===== config.mk =====
export PLATFORM = sky130hd
export DESIGN_NAME = hbs_fifo
export DESIGN_NICKNAME = d
export VERILOG_FILES = /design/src/hbs_fifo.sv
export SDC_FILE = /design/constraint.sdc
export NUM_CORES = 1
export LEC_CHECK = 0
export ABC_CLOCK_PERIOD_IN_PS = 5300
export BUFFER_PORTS_ARGS = -buffer_cell sky130_fd_sc_hd__buf_2
export CORE_ASPECT_RATIO = 2
export CORE_MARGIN = 8
export CORE_UTILIZATION = 40
export CTS_CLUSTER_SIZE = 12
export DETAILED_ROUTE_END_ITERATION = 8
export PLACE_DENSITY = 0.65
export RECOVER_POWER = 50
export SLEW_MARGIN = 15
export SYNTH_ARGS = -nofsm -noshare
export SYNTH_HDL_FRONTEND = slang
export SYNTH_SLANG_ARGS = --single-unit

===== constraint.sdc =====
create_clock -name clock -period 5.3 [get_ports clock]
set_input_delay 1.06 -clock clock [delete_from_list [all_inputs] [get_ports clock]]
set_output_delay 1.06 -clock clock [all_outputs]
set_load 0.02 [all_outputs]

===== src/hbs_fifo.sv =====
`timescale 1ns / 1ps

module hbs_fifo #(
   parameter int WIDTH = 8,
   parameter int DEPTH = 4
) (
   input  logic                           clock,
   input  logic                           reset,
   input  logic                           push,
   input  logic [WIDTH-1:0]               push_data,
   input  logic                           pop,
   output logic [WIDTH-1:0]               pop_data,
   output logic                           full,
   output logic                           empty,
   output logic [$clog2(DEPTH+1)-1:0]     count
);

   localparam int PTR_W = $clog2(DEPTH);
   localparam int CNT_W = $clog2(DEPTH + 1);

   logic [WIDTH-1:0] storage_ff [DEPTH];
   logic [PTR_W-1:0] wr_ptr_ff, wr_ptr_in;
   logic [PTR_W-1:0] rd_ptr_ff, rd_ptr_in;
   logic [CNT_W-1:0] count_ff, count_in;
   logic             do_push, do_pop;

   assign full     = (count_ff == CNT_W'(DEPTH));
   assign empty    = (count_ff == '0);
   assign count    = count_ff;
   assign do_push  = push && !full;
   assign do_pop   = pop && !empty;
   assign pop_data = storage_ff[rd_ptr_ff];

   always_comb begin
      wr_ptr_in = wr_ptr_ff;
      rd_ptr_in = rd_ptr_ff;
      count_in  = count_ff;
      if (do_push) begin
         wr_ptr_in = (wr_ptr_ff == PTR_W'(DEPTH - 1)) ? '0 : wr_ptr_ff + PTR_W'(1);
      end
      if (do_pop) begin
         rd_ptr_in = (rd_ptr_ff == PTR_W'(DEPTH - 1)) ? '0 : rd_ptr_ff + PTR_W'(1);
      end
      if (do_push && !do_pop) begin
         count_in = count_ff + CNT_W'(1);
      end else if (do_pop && !do_push) begin
         count_in = count_ff - CNT_W'(1);
      end
   end

   always_ff @(posedge clock) begin
      if (reset) begin
         wr_ptr_ff <= '0;
         rd_ptr_ff <= '0;
         count_ff  <= '0;
      end else begin
         wr_ptr_ff <= wr_ptr_in;
         rd_ptr_ff <= rd_ptr_in;
         count_ff  <= count_in;
      end
   end

   always_ff @(posedge clock) begin
      if (do_push) begin
         storage_ff[wr_ptr_ff] <= push_data;
      end
   end

endmodule


==> metrics.md <==
| Metric | Value |
|---|---|
| Starting Density | `41.1%` |
| Clk_lat worst skew | `280 ps` |
| Sequential power share | `47.7%` |
| Dominant synthesized flop cell | `edfxtp_1` |
| DR WL/cell | `between 15 and 20 um` |
| Post-DR vias/cell | `4.81` |
| Final period util | `52.2%` |
| Fmax achieved | `362 MHz` |
| I/O pin total | `25` |
| WL final | `2.65 mm` |
| Die height | `107 um` |
| Int Power | `637 uW` |
| Clock Power Share | `26.2%` |
| Total gr overflow | `0` |
| Slowest stage delay, CP | `660 ps` |
| Drt first pass iters | `5` |
| Peak VDD IR | `roughly 270 uV` |
| Seq cells post-synth | `between 40 and 50` |
| Crit path DAT | `1710 ps` |
| DIE WIDTH | `61.4 um` |
| Most common cell in the netlist | `edfxtp_1` |
| Vias in the first global route | `882` |
| Power per Cell Area | `478 mW/mm2` |
| DRC viols | `0` |
| Max-slew headroom | `56.0%` |
| Syn_nets | `111` |
| Yosys cell types | `26` |
| Post-synth top area cell | `edfxtp_1` |
| Pre-CTS setup slack | `2510 ps` |
| Combinational share of power | `26.1%` |
| Initial antenna violation count | `0` |
| Cell Area, Synth | `0.00165 mm2` |
| Layout cells sized above 1 | `between 20% and 30%` |
| Psw | `267 uW` |
| DP Wirelength | `1.84 mm` |
| Sw frac | `29.5%` |
| Final Wtd Congestion | `around 0.64` |
| Pin count of the biggest net entering global routing | `13` |
| CTS Sinks | `41` |
| Post-CTS Setup Inserts | `0` |
| CP endpoint kind | `primary output` |
| Antenna diodes | `0` |
| Worst slew pin tran | `655 ps` |
| Final-stage net count | `138` |
| Reg2Reg Setup Slack | `2830 ps` |
| Outcome | `completed` |
| Max stage delay cell, worst path | `dfxtp_1` |
| EDFF count, synth | `32` |
| Post-synth top cells | `edfxtp_1, dfxtp_1, mux4_2, ha_1` |
| Min cycle time layout | `2770 ps` |
| CTS Buf Count | `5` |
| Setup violators final | `0` |
| Fin Setup TNS | `0 ps` |
| Critical path's top delay family | `flip-flops` |
| Vias | `828` |
| Crit path required time | `roughly 4200 ps` |
| Routed Antenna Nets | `0` |
| Area delta synth->final | `14.8%` |
| Die area | `~0.0065 mm2` |
| CTS root buf | `clkbuf_8` |
| Hold_buf cts | `0` |
| Iter 0 DRT Violations | `8` |
| CP Class | `reg2out` |
| CORE AREA | `0.00401 mm2` |
| Number of placement rows | `33` |
| Register area share after synthesis | `a little over two thirds` |
| Ys async rst share | `0%` |
| Max cap viols | `0` |
| Hold WC Path Type | `reg2reg` |
| CTS tree | `yes` |
| Leakage power | `0.000682 uW` |
| Finished Core Util | `47.2%` |
| Hold Fails Final Rpt | `0` |
| Startpoint types | `flip-flop` |
| Fin. max-slew vios | `0` |
| H-tree levels | `2` |
| Clock Path Buffers | `2` |
| RSZ-0062 raised after global routing | `false` |
| PortBufs | `24` |
| Total track usage | `a little under a tenth` |
| Share of the synthesized area in the top cell type | `about three fifths` |
| Clock Skews | `3.38 ps` |
| Ys Warns | `0` |
| Worst-path maximum fanout | `8` |
| Clock transition at the registers of the reported paths | `70 ps` |
| Synth top area cells | `edfxtp_1, dfxtp_1, mux4_2` |
| Cell Chain, Critical Path | `mux4_2, buf_2` |
| Buf/Inv on CP | `1` |
| First-pass GRT wire length | `4.38 mm` |
| Post-synthesis average cell area | `17.9 um2` |
| Worst Slack Setup Final | `2530 ps` |
| Synth Instances | `92` |
| Post-CTS sizing | `0` |
[metrics by stage]
step	hold WS [ps]	cells	total power [uW]	instance area (um2)
after floorplan	463	92	616	1650
after global placement	486	164	680	1810
after detailed placement	492	164	686	1810
after CTS	506	172	926	1910
after global routing	538	172	957	1890
final	505	172	904	1890
[final timing paths]
check,start,to,depth (start not counted)
worst max-delay path,flip-flop,pop_data[2],2
worst min-delay path,rd_ptr_ff[0]$_SDFFE_PP0P_,rd_ptr_ff[0]$_SDFFE_PP0P_,2
worst max register to register,count[0]$_SDFFE_PP0P_,count[2]$_SDFFE_PP0P_,7
worst min register to register,rd_ptr_ff[0]$_SDFFE_PP0P_,rd_ptr_ff[0]$_SDFFE_PP0P_,2
[cell type report]
type,instances,area (um2)
clock buffers,6,72.6
clock inverters,2,33.8
fillers,374,2120
inverters,5,20.0
multi-input cells,42,449
flip-flops and latches,41,1140
well taps,52,65.1
repair buffers,24,108
[cells in the final DEF, fill, tap and decap left out, types with 3 or more instances in the layout]
cell | Yosys | layout
inv_1 | 4 | 4
clkbuf_8 | 0 | 5
mux4_2 | 8 | 8
dfxtp_1 | 9 | 9
clkbuf_1 | 1 | 11
a21oi_1 | 3 | 3
buf_2 | 1 | 14
edfxtp_1 | 32 | 32
nor2_1 | 3 | 3
ha_1 | 6 | 6
[flip-flops by register name (all words and copies together), names as in the netlist, named ones only]
register,flops
rd_ptr_ff,2
count,3
storage_ff,32
wr_ptr_ff,2
[per-layer routing]
metal / part of all wire [%] / vias to the layer above / global-route usage, % / wire length (um)
met5: 0 / - / 0 / 0
met4: 1.9 / 0 / 3.94 / 51
met3: 7.0 / 6 / 3.60 / 185
met2: 49 / 21 / 13.9 / 1300
met1: 42 / 397 / 10.7 / 1110
li1: - / 404 / - / -
[power by group through the flow]
stage | clock [uW] | sequential [uW] | combinational (uW)
after detailed placement | 0 | 441 | 244
after floorplan | 0 | 428 | 188
after global routing | 257 | 441 | 259
after CTS | 246 | 434 | 245
final | 237 | 431 | 236
after global placement | 0 | 440 | 240
[cell families after synthesis]
logic type                 synth area share, %
AOI/OAI and AO/OA                         3.04
xor gates and xnor gates                  1.06
adders and majority gates                 5.78
buffers and inverters                     2.89
DFF                                       69.4
muxes                                     12.2
and+or+nand+nor                           5.70
[worst min-delay path: cells and delay by family, from the launching register on]
kind	cells	cell delay (ps)
DFF	1	330
and+or+nand+nor	1	60
AOI/OAI and AO/OA	1	70
Note: power is estimated with default switching activity, not from simulation.
