[src/hbs_pkg.sv]
`timescale 1ns / 1ps

package hbs_pkg;

   // Default sizes of the map store and of the coordinate fraction.
   localparam int MAP_DIM_MAX_DEFAULT = 512;
   localparam int FRAC_BITS_DEFAULT   = 8;

   // Fixed field widths.
   localparam int COORD_W     = 19;
   localparam int ADDR_IN_W   = 18;
   localparam int TEXEL_W     = 8;
   localparam int MAP_W       = 10;
   localparam int HEIGHT_W    = 16;
   localparam int CSR_INDEX_W = 2;
   localparam int CSR_DATA_W  = 10;
   localparam int KIND_W      = 2;

   // Queue depths between the parts of the block.
   localparam int MID_DEPTH = 4;
   localparam int OUT_DEPTH = 16;

   // Scaling of the blend: height = round(b * 100 / 255) - 16 in Q8.8.
   localparam int M_W         = 23;
   localparam int Q_W         = 15;
   localparam int SCALE_MUL   = 200;
   localparam int SCALE_DIV   = 255;
   localparam int RECIP_W     = 24;
   localparam int RECIP_SHIFT = 31;
   localparam int SCALE_RECIP = 8421504;

   localparam logic signed [HEIGHT_W-1:0] HEIGHT_OUT_LOW = -16'sd25600;
   localparam logic signed [HEIGHT_W-1:0] HEIGHT_BIAS    = 16'sd4096;

   localparam logic FUNC_WRITE  = 1'b0;
   localparam logic FUNC_SAMPLE = 1'b1;

   typedef enum logic [CSR_INDEX_W-1:0] {
      CSR_MAP_WIDTH   = 2'd0,
      CSR_MAP_HEIGHT  = 2'd1,
      CSR_MAP_PRESENT = 2'd2
   } csr_index_type;

   typedef enum logic [KIND_W-1:0] {
      KIND_WRITE     = 2'd0,
      KIND_ZERO      = 2'd1,
      KIND_OUT_RANGE = 2'd2,
      KIND_BLEND     = 2'd3
   } kind_type;

   typedef struct packed {
      logic signed [HEIGHT_W-1:0] height;
      logic                       out_of_range;
   } out_item_type;

   // Width of one classified entry in the queue between front and back.
   function automatic int queue_width(input int frac_bits);
      return KIND_W + 2 * MAP_W + 2 * frac_bits + ADDR_IN_W + TEXEL_W;
   endfunction

endpackage

[src/hbs_front.sv]
`timescale 1ns / 1ps

module hbs_front #(
   parameter int FRAC_BITS = hbs_pkg::FRAC_BITS_DEFAULT
) (
   input  logic                                          req_push,
   input  logic                                          req_func,
   input  logic signed [hbs_pkg::COORD_W-1:0]            req_coord_x,
   input  logic signed [hbs_pkg::COORD_W-1:0]            req_coord_z,
   input  logic [hbs_pkg::ADDR_IN_W-1:0]                 req_texel_addr,
   input  logic [hbs_pkg::TEXEL_W-1:0]                   req_texel_value,
   input  logic [hbs_pkg::MAP_W-1:0]                     map_width,
   input  logic [hbs_pkg::MAP_W-1:0]                     map_height,
   input  logic                                          map_present,
   input  logic                                          q_full,
   output logic                                          q_push,
   output logic [hbs_pkg::queue_width(FRAC_BITS)-1:0]    q_data
);

   import hbs_pkg::*;

   localparam int HX_W = ((COORD_W > MAP_W + FRAC_BITS) ? COORD_W : MAP_W + FRAC_BITS) + 2;

   logic signed [HX_W-1:0]    hx, hz, lim_x, lim_z;
   logic signed [MAP_W+1:0]   wm1, hm1;
   logic                      oor;
   kind_type                  kind;

   // Shift into map space by half the map size, keeping the half texel.
   assign hx = HX_W'(req_coord_x) + (HX_W'($signed({1'b0, map_width})) <<< (FRAC_BITS - 1));
   assign hz = HX_W'(req_coord_z) + (HX_W'($signed({1'b0, map_height})) <<< (FRAC_BITS - 1));

   // The last full cell ends one texel short of the map edge.
   assign wm1   = $signed({2'b00, map_width}) - $signed((MAP_W + 2)'(1));
   assign hm1   = $signed({2'b00, map_height}) - $signed((MAP_W + 2)'(1));
   assign lim_x = HX_W'(wm1) <<< FRAC_BITS;
   assign lim_z = HX_W'(hm1) <<< FRAC_BITS;

   assign oor = hx[HX_W-1] || hz[HX_W-1] || (hx >= lim_x) || (hz >= lim_z);

   always_comb begin
      priority if (req_func == FUNC_WRITE) begin
         kind = KIND_WRITE;
      end else if (!map_present) begin
         kind = KIND_ZERO;
      end else if (oor) begin
         kind = KIND_OUT_RANGE;
      end else begin
         kind = KIND_BLEND;
      end
   end

   assign q_push = req_push && !q_full;
   assign q_data = {kind,
                    hx[FRAC_BITS +: MAP_W], hz[FRAC_BITS +: MAP_W],
                    hx[FRAC_BITS-1:0], hz[FRAC_BITS-1:0],
                    req_texel_addr, req_texel_value};

endmodule

[config.mk]
export PLATFORM = sky130hd
export DESIGN_NAME = hbs_front
export DESIGN_NICKNAME = d
export VERILOG_FILES = /design/src/hbs_pkg.sv /design/src/hbs_front.sv
export SDC_FILE = /design/constraint.sdc
export NUM_CORES = 1
export LEC_CHECK = 0
export ABC_AREA = 1
export BUFFER_PORTS_ARGS = -buffer_cell sky130_fd_sc_hd__buf_2
export CAP_MARGIN = 5
export CELL_PAD_IN_SITES_DETAIL_PLACEMENT = 0
export CELL_PAD_IN_SITES_GLOBAL_PLACEMENT = 1
export CORE_MARGIN = 2
export CORE_UTILIZATION = 31
export DETAILED_ROUTE_END_ITERATION = 8
export PLACE_DENSITY_LB_ADDON = 0.1
export SLEW_MARGIN = 15
export SYNTH_ARGS = -nofsm -noshare
export SYNTH_HDL_FRONTEND = slang
export SYNTH_SLANG_ARGS = --single-unit
[constraint.sdc]
create_clock -name vclk -period 5.1
set_input_delay 0.255 -clock vclk [all_inputs]
set_output_delay 0.255 -clock vclk [all_outputs]
set_load 0.005 [all_outputs]
==> impl_metrics.toml <==
[final_layout]
final_cell_area_sq_mm = 0.00269
antenna_cells = 0
layout_common_cells = "buf_2 (101), nand2_1 (76), inv_1 (48)"
fin_cells = 525
design.seq.count = 0
layout-drive-gt1-share_pct = 29.6
final_common_cell = "buf_2"
nets = 564
nFillCells = 840
final-seq-area_sq_um = 0
clkbuf_count = 0
area_growth_pct = 13.9

[routing]
ant_nets = 0
drt_first_pass_iters = 4
wl_mm = 5.73
drc_errors = 0
wl_per_cell_microns = 10.9
drt-initial-drc-count = 24
drt-vias-per-instance = 4.51
vias = 2367

[setup_path]
crit_fanout = 4
cp.required_ns = 4.85
critPathTopFamily = "simple AND/OR/NAND/NOR gates"
critical-path-slowest-cell = "fa_1"
cp_data_arrival_time_ns = 2.89
worstPathCellList = "buf_2, ha_1, fa_1, nand3_1, nand2_2, nand2_1, nand3_2, a31oi_1, xor2_1, ha_1, nand4_1, nor2_1, nand2_1, nand3_1, nor2_1, nor2_2, nand3_2, a21oi_2, buf_2"
start_kind = "input port"
path_buf_inv = 2
end_kind = "output pin"
max_stage_delay_ns = 0.40
path_class = "input port to output pin"

[clocking]
cts_resized = 0
post_cts_buffers = 0
postCtsHoldBufs = 0

[sta]
worstMarginPinSlew_ns = 0.381
finalSetupViolations = 0
slew_viol_final = 0
max_slew_margin_pct = 74.4
rsz0062_at_grt = "no"
final-hold-violation-count = 0
period_needed_ns = 3.15
fin_crit_sh_pct = 61.7
setup-tns-final_ns = 0
max_freq_ghz = 0.318

[logic_synthesis]
yosysSeqAreaShare_pct = 0
yosys_warnings = 0
yosysTopAreaCellShare_pct = 24.3
yosysTopAreaCell = "ha_1"
syn_nets = 501
synth.distinct_cells = 30
syn_inst = 365
yosys-top-cells-area = "ha_1 (24%), buf_4 (13%), nand2_1 (12%), xor2_1 (9.6%), inv_1 (7.6%)"
netlist_area_sq_mm = 0.00236
syn_area_per_cell_sq_um = 6.48

[placed_design]
place_inst = 525
place_area_sq_mm = 0.00269
dp_hpwl_mm = 5.39
numPortBuffers = 101
place_congestion = 0.837

[global_routing]
grt_use_total_pct = 13.7
grt_pass1_vias = 2386
grtUsageMet1_pct = 17.1
use_met3_pct = 1.49
grt-ovfl-total = 0
grt_busiest_layer = "met2"
met2_usage_pct = 26.4
grt_pass1_wl_mm = 9.89
antenna_found_initial = 0
grt_max_degree = 7

[floorplan]
io_pins = 153
design.core.area_sq_mm = 0.00733
num_rows = 31
dieArea_sq_mm = 0.00834
initial_core_util_pct = 32.3
die_h_microns = 91.3
die_width_microns = 91.3

[hold_path]
hold_class = "input port to output pin"
min_from = "req_texel_addr[2]"
holdPathEnd = "q_data[10]"
worstHoldPathCells = 0

[run]
max_cap_viol_count = 0

[power_and_ir_drop]
p_leak_nw = 1.57
p_per_area_mw_per_mm2 = 124
irDropWorstVdd_uv = 39.8

[status]
status = "finished, final reports clean"
==> synthesized netlist by cell type (3+ instances only) <==
cell type / instances
nand2_1: 76
inv_1: 48
ha_1: 46
buf_4: 40
nor2_1: 26
xor2_1: 26
nand3_1: 21
a21oi_1: 17
xnor2_1: 8
nand2_2: 7
nand4_1: 7
a21oi_2: 5
nor3_1: 5
a21o_1: 4
a31oi_1: 4
nand3_2: 3
nand3b_1: 3
==> worst max-delay path by stage <==
stage / startpoint / to / slack (ns) / cells past startpoint
after global placement: req_coord_x[7] / q_data[62] / 1.90 / 19
after floorplan: req_coord_z[7] / q_data[62] / 2.29 / 20
after detailed placement: req_coord_x[7] / q_data[62] / 1.89 / 19
final: req_coord_x[7] / q_data[62] / 1.95 / 19
after global routing: map_height[0] / q_data[62] / 1.58 / 22
after CTS: req_coord_x[7] / q_data[62] / 1.88 / 19
==> per-stage QoR <==
step           power, W  utilization (%)  setup WS (ns)  hold slack, ns
6_report       0.000335             36.7           1.95           0.510
5_1_grt        0.000391             36.7           1.58           0.510
4_1_cts        0.000344             36.7           1.88           0.510
3_5_place_dp   0.000342             36.7           1.89           0.510
3_3_place_gp   0.000343             36.7           1.90           0.510
2_1_floorplan  0.000245                -           2.29           0.541
==> area by class of cell <==
type | count | area (sq um) | share of cell area, %
inverters | 51 | 191 | 7.11
multi-input cells | 274 | 1870 | 69.5
repair buffers | 101 | 505 | 18.8
well taps | 99 | 124 | 4.60
==> cells by family after synthesis <==
| kind of cell | share of synthesized area (%) |
|---|---|
| adder cells (fa/ha/maj) | 26.0 |
| XOR/XNOR | 12.6 |
| AO/OA/AOI/OAI | 10.4 |
| buffers and inverters | 20.8 |
| AND/OR/NAND/NOR | 30.2 |
==> power by group <==
group          switching, W  internal, W  leakage (nW)
clock network             0            0             0
registers                 0            0             0
logic              0.000188     0.000147          1.57
total              0.000188     0.000147          1.57
==> per-layer routing <==
layer  vias up  part of all wire, %
li1       1281                    -
met4         0                 0.24
met3         2                  5.7
met2        68                   50
met5         -                    0
met1      1016                   44
(Power assumes the default switching activity.)
